<file path="src/pfa2_pkg.sv">
`timescale 1ns / 1ps
// ----------------------------------------------------------------------------
// pfa2_pkg
// Shared constants and types for the two-objective pareto archive.
// ----------------------------------------------------------------------------
package pfa2_pkg;

    localparam int DEF_ARCHIVE_DEPTH = 64;
    localparam int DEF_VALUE_WIDTH   = 40;

    localparam int OUT_CNT_W = 7;
    localparam int RES_W     = 16;
    localparam int GRP_SIZE  = 8;
    localparam int GRP_CW    = 4;

    typedef struct packed {
        logic                 overflow;
        logic [OUT_CNT_W-1:0] entry_count;
        logic [OUT_CNT_W-1:0] removed_count;
        logic                 accepted;
    } t_result;

endpackage

</file>
<file path="src/pfa2_front.sv">
`timescale 1ns / 1ps
// ----------------------------------------------------------------------------
// pfa2_front
// Accepts candidate words and holds them in a two-entry queue for the engine.
// ----------------------------------------------------------------------------
module pfa2_front
    import pfa2_pkg::*;
#(
    parameter int DATA_W = 2 * DEF_VALUE_WIDTH
) (
    input  logic              i_clk,
    input  logic              i_rst_n,
    input  logic              i_s_valid,
    output logic              o_s_ready,
    input  logic [DATA_W-1:0] i_s_data,
    output logic              o_q_valid,
    input  logic              i_q_ready,
    output logic [DATA_W-1:0] o_q_data
);

    logic [DATA_W-1:0] r_mem [2];
    logic [1:0]        r_cnt;
    logic              r_wr;
    logic              r_rd;
    logic              w_push;
    logic              w_pop;

    assign o_s_ready = (r_cnt != 2'd2);
    assign o_q_valid = (r_cnt != 2'd0);
    assign o_q_data  = r_mem[r_rd];
    assign w_push    = i_s_valid && o_s_ready;
    assign w_pop     = o_q_valid && i_q_ready;

    always_ff @(posedge i_clk) begin
        if (w_push) begin
            r_mem[r_wr] <= i_s_data;
        end
    end

    always_ff @(posedge i_clk) begin
        if (!i_rst_n) begin
            r_cnt <= 2'd0;
            r_wr  <= 1'b0;
            r_rd  <= 1'b0;
        end else begin
            if (w_push) begin
                r_wr <= ~r_wr;
            end
            if (w_pop) begin
                r_rd <= ~r_rd;
            end
            if (w_push && !w_pop) begin
                r_cnt <= r_cnt + 2'd1;
            end else if (w_pop && !w_push) begin
                r_cnt <= r_cnt - 2'd1;
            end
        end
    end

endmodule

</file>
<file path="config.mk">
export PLATFORM = sky130hd
export DESIGN_NAME = pfa2_front
export DESIGN_NICKNAME = d
export VERILOG_FILES = /design/src/pfa2_pkg.sv /design/src/pfa2_front.sv
export SDC_FILE = /design/constraint.sdc
export NUM_CORES = 1
export LEC_CHECK = 0
export ABC_AREA = 1
export CAP_MARGIN = 30
export CORE_MARGIN = 2
export CORE_UTILIZATION = 35
export CTS_CLUSTER_SIZE = 40
export DETAILED_ROUTE_END_ITERATION = 12
export DONT_BUFFER_PORTS = 1
export MAX_ROUTING_LAYER = met4
export PLACE_DENSITY_LB_ADDON = 0.12
export SLEW_MARGIN = 20
export SYNTH_ARGS = -nofsm -noshare
export SYNTH_HDL_FRONTEND = slang
export SYNTH_SLANG_ARGS = --single-unit
</file>
<file path="constraint.sdc">
create_clock -name i_clk -period 11.7 [get_ports i_clk]
set_input_delay 0 -clock i_clk [delete_from_list [all_inputs] [get_ports i_clk]]
set_output_delay 0 -clock i_clk [all_outputs]
set_load 0.03 [all_outputs]
</file>
# Yosys cells after proc, flatten, opt, wreduce, memory -nomap -nowiden
# Memories as Yosys holds them, arrays and structs flattened. A register that Yosys moved wholly into a read port is not among the register bits.
# Index checks and enable logic that the tools add are counted.
# Widths: inputs -> output; s select.
[classes] add_sub_neg=2 eq_ne=1 n_mux=6 n_bitwise=2 reduce_logical=8
[ops] cell="$logic_and 1x1->1" count=4
[ops] cell="$mux 1" count=4
[ops] cell="$mux 2" count=2
[ops] cell="$reduce_bool 2->1" count=2
[ops] cell="$add 2x1->2 const B" count=1
[ops] cell="$logic_not 1->1" count=2
[ops] cell="$ne 2x2->1 const B" count=1
[ops] cell="$not 1->1" count=2
[ops] cell="$sub 2x1->2 const B" count=1
[totals] ff_bits=4 ram_bits=160 input_bits=84 output_inout_bits=82 elab_cells=23 n_memories=1
[memory_table] memory="r_mem" words=2 word_bits=80 read_ports=1 rd_clocked_by_memory_dff=1 write_ports=1 line_no="pfa2_front.sv:21" rtl="logic [DATA_W-1:0] r_mem [2];"

# Depth between registers and ports, before layout
[logic_depth] word_depth=6 ltp_mapped=11 mapped_depth_nobuf=11

# Worst setup path before layout
# OpenSTA, ideal clock, no wires.
[synth_path] path_kind="reg2reg" from="register r_cnt[0]" to="memory r_mem[0][0] (netlist bit), enable pin" setup_ns=0.519 arrival_ns=4.150 required_ns=11.181 slack_ns=7.031 stages_incl_launch_ff=5 n_path_buf=0 synth_period_minus_slack_ns=4.669 path_cell_list="dfxtp_1 -> inv_1 -> nand2_1 -> nand2_1 -> nor2_1"
[synth_via] elab_chain_len=4
[synth_lines] item="from (decl)" line_no="pfa2_front.sv:22" rtl="logic [1:0] r_cnt;"
[synth_lines] item="from (signal assigned)" line_no="pfa2_front.sv:53" rtl="r_cnt <= r_cnt + 2'd1;"
[synth_lines] item="from (signal assigned)" line_no="pfa2_front.sv:55" rtl="r_cnt <= r_cnt - 2'd1;"
[synth_lines] item="$ne 2x2->1" line_no="pfa2_front.sv:28" rtl="assign o_s_ready = (r_cnt != 2'd2);"
[synth_lines] item="via o_s_ready" line_no="pfa2_front.sv:14" rtl="output logic o_s_ready,"
[synth_lines] item="$logic_and 1x1->1" line_no="pfa2_front.sv:31" rtl="assign w_push = i_s_valid && o_s_ready;"
[synth_lines] item="$mux 1" line_no="pfa2_front.sv:35" rtl="if (w_push) begin"
[synth_lines] item="$mux 1 (implied by the code)" line_no="pfa2_front.sv:36" rtl="r_mem[r_wr] <= i_s_data;"
[synth_lines] item="to (decl)" line_no="pfa2_front.sv:21"
# The timed path passes the listed nets, and every way through them passes these cells.

# Worst setup path after layout
[layout_path] from="register r_cnt[0]" to="memory r_mem[0][25] (netlist bit), enable pin"
# Same word-level chain as after synthesis.

==> out/qor.txt <==
Final Hold Viols: 0
Fmax: 354 MHz
Clock transition at path regs: 0.06 ns
final core utilization: 44.6%
post-DP HPWL: 6.73 mm
Post-CTS Resized: 0
first-pass GRT wire length: 16.5 mm
setup TNS: 0 ns
Std-Cell Rows: 49
die boundary width: 139 µm
crit path from: r_cnt[0]$_SDFFE_PN0P_
vias per inst: 4.54
I/O Pins: 166
crit path kind: flop to flop
area leader, netlist: edfxtp_1
Post-Syn Instances: 286
root buffer cell: clkbuf_16
leakage: 0.00285 µW
critical path peak fanout: 53
GRT Overall Usage: 11.9%
largest cells by area after synthesis: edfxtp_1 75%, mux2_4 19%, buf_12 2.5%
Max Cap Viol: 0
# setup viols final: 0
vias in the first global route: 2991
crit path DAT: 2.87 ns
Yosys Warn Count: 0
core area: 18000 µm²
final worst path period need: 2.82 ns
Buffers on Ports: 0
final wirelength: 11.0 mm
Total Die Area: 19400 µm²
Hold Path Class: primary input to flop
Least-Margin Pin Slew: 0.835 ns
mapped cell area: 6420 µm²
post-route DRC violation count: 0
DR WL/cell: 17.7 µm
placed instance area: 6570 µm²
register area share after synthesis: 76.4%
share of post-route cells with drive strength above 1: 28.9%
DR pass1 iterations: 4
Synth-to-Final Area Change: 24.7%
Routability Congestion: 0.673
period utilisation layout: 24.1%
Diodes inserted: 0
PwrDens: 227 nW/µm²
hold path start: i_s_valid
hold depth: 4
Slew HR: 44.2%
Filler cells: 1594
remaining antenna violation count: 0
number of synthesized register bits: 165
clk_lat worst skew: 0.42 ns
number of post-CTS setup repair buffers: 0
TritonCTS buffer count: 17
clock tree from TritonCTS: built
CTS H-tree depth: 4
depth of the most critical reg-to-reg path: 5
largest net degree at the start of global routing: 54
initial core utilization: 35.7%
Syn Nets: 371
skew final: 0.00679 ns
Yosys top cell area share: 74.9%
synthesized area per cell: 22.4 µm²
pins over their slew limit: 0
CP Capture Type: flop
Final Cell Area: 8010 µm²
RSZ-0062 raised after global routing: false
VDD IR max: 0.0961 mV
Worst R2R Setup Slack: 8.88 ns
Startpoint Class: flop
Critical Path RT: 11.74 ns
Die H: 139 µm
outcome: finished clean
Longest Clk Path Bufs: 2
Critical R2R Launch: r_cnt[0]$_SDFFE_PN0P_
Nets: 467
CTS sink count: 165
DR iter-0 viols: 145
grt ovf: 0
library cells used by synthesis: 14
via count: 2834
initial antenna violation count: 0
-- cells by family (layout without fill, tap and decap cells) --
kind of cell / after synthesis / in the layout / synth area share [%]
compound gates: 4 / 4 / 0.351
simple gates: 19 / 19 / 1.17
flops: 165 / 165 / 76.4
fa+ha+maj: 1 / 1 / 0.195
buf+inv: 17 / 126 / 3.14
mux: 80 / 80 / 18.7
-- flip-flops by register name, indices dropped and copies added (netlist names), named ones only --
register	count
r_mem	160
r_cnt	2
r_rd	1
r_wr	1
-- cell usage after synthesis (all sizes together) --
library cell / n
nor2: 8
nand4: 1
mux2: 80
dfxtp: 5
inv: 8
ha: 1
buf: 9
a21oi: 1
nand2: 9
nand3: 1
edfxtp: 160
o21ai: 2
o21a: 1
-- cell type report --
| cell class | instances | area, µm² | share of cell area, % |
|---|---|---|---|
| inverter | 8 | 30.0 | 0.375 |
| multi-input combinational | 104 | 1330 | 16.6 |
| tap | 229 | 287 | 3.58 |
| timing repair buffer | 86 | 863 | 10.8 |
| clock inverter | 12 | 154 | 1.92 |
| sequential | 165 | 4910 | 61.3 |
| clock buffer | 20 | 437 | 5.45 |
-- where the power goes --
part / switching [µW] / internal (µW)
combinational: 308 / 171
clock: 219 / 336
sequential: 35.1 / 748
-- placed cells by master, fill, tap and decap left out, types with 3 or more instances in the layout --
cell type / Yosys / layout
buf_4: 0 / 3
dfxtp_1: 5 / 4
clkbuf_1: 0 / 3
clkbuf_16: 0 / 17
dlygate4sd3_1: 0 / 82
mux2_4: 80 / 80
edfxtp_1: 160 / 160
clkinv_4: 0 / 3
nand2_1: 9 / 9
bufinv_16: 0 / 3
nor2_1: 8 / 6
inv_1: 8 / 8
-- what timing repair did --
item | 4_1_cts | 5_1_grt
endpoints found under the setup margin | 0 | 0
hold buffers | 82 | 0
endpoints found under the hold margin | 165 | 0
-- metal layers --
layer | part of all wire, % | global-route usage [%] | vias to the layer above | wire length (µm)
met3 | 6.5 | 4.61 | 15 | 718
li1 | - | - | 1303 | -
met1 | 37 | 11.3 | 1416 | 4090
met5 | 0 | - | - | 0
met2 | 54 | 20.8 | 100 | 5990
met4 | 2.1 | 5.90 | 0 | 231
-- metrics by stage --
step	worst slack [ns]	hold slack, ns	cells	total power [µW]
after floorplan	7.03	0.0989	286	1230
after global placement	8.86	0.0990	509	1250
after detailed placement	8.82	0.0990	509	1260
after CTS	8.80	0.0343	623	1840
after global routing	8.66	0.0692	624	1900
final	8.88	0.0566	624	1820
-- final timing paths --
check,end
max,r_mem[0][25]$_DFFE_PP_
min,r_wr$_SDFFE_PN0P_
max reg2reg,r_mem[0][25]$_DFFE_PP_
min reg2reg,r_rd$_SDFFE_PN0P_
-- critical path: stages, from the launching register on --
cell and delay (ns):
dfxtp_1 0.35, inv_1 0.10, nand2_1 0.26, nand2_1 0.26, nor2_4 0.70, buf_4 0.74
No activity file was read; power rests on OpenSTA's default activity.
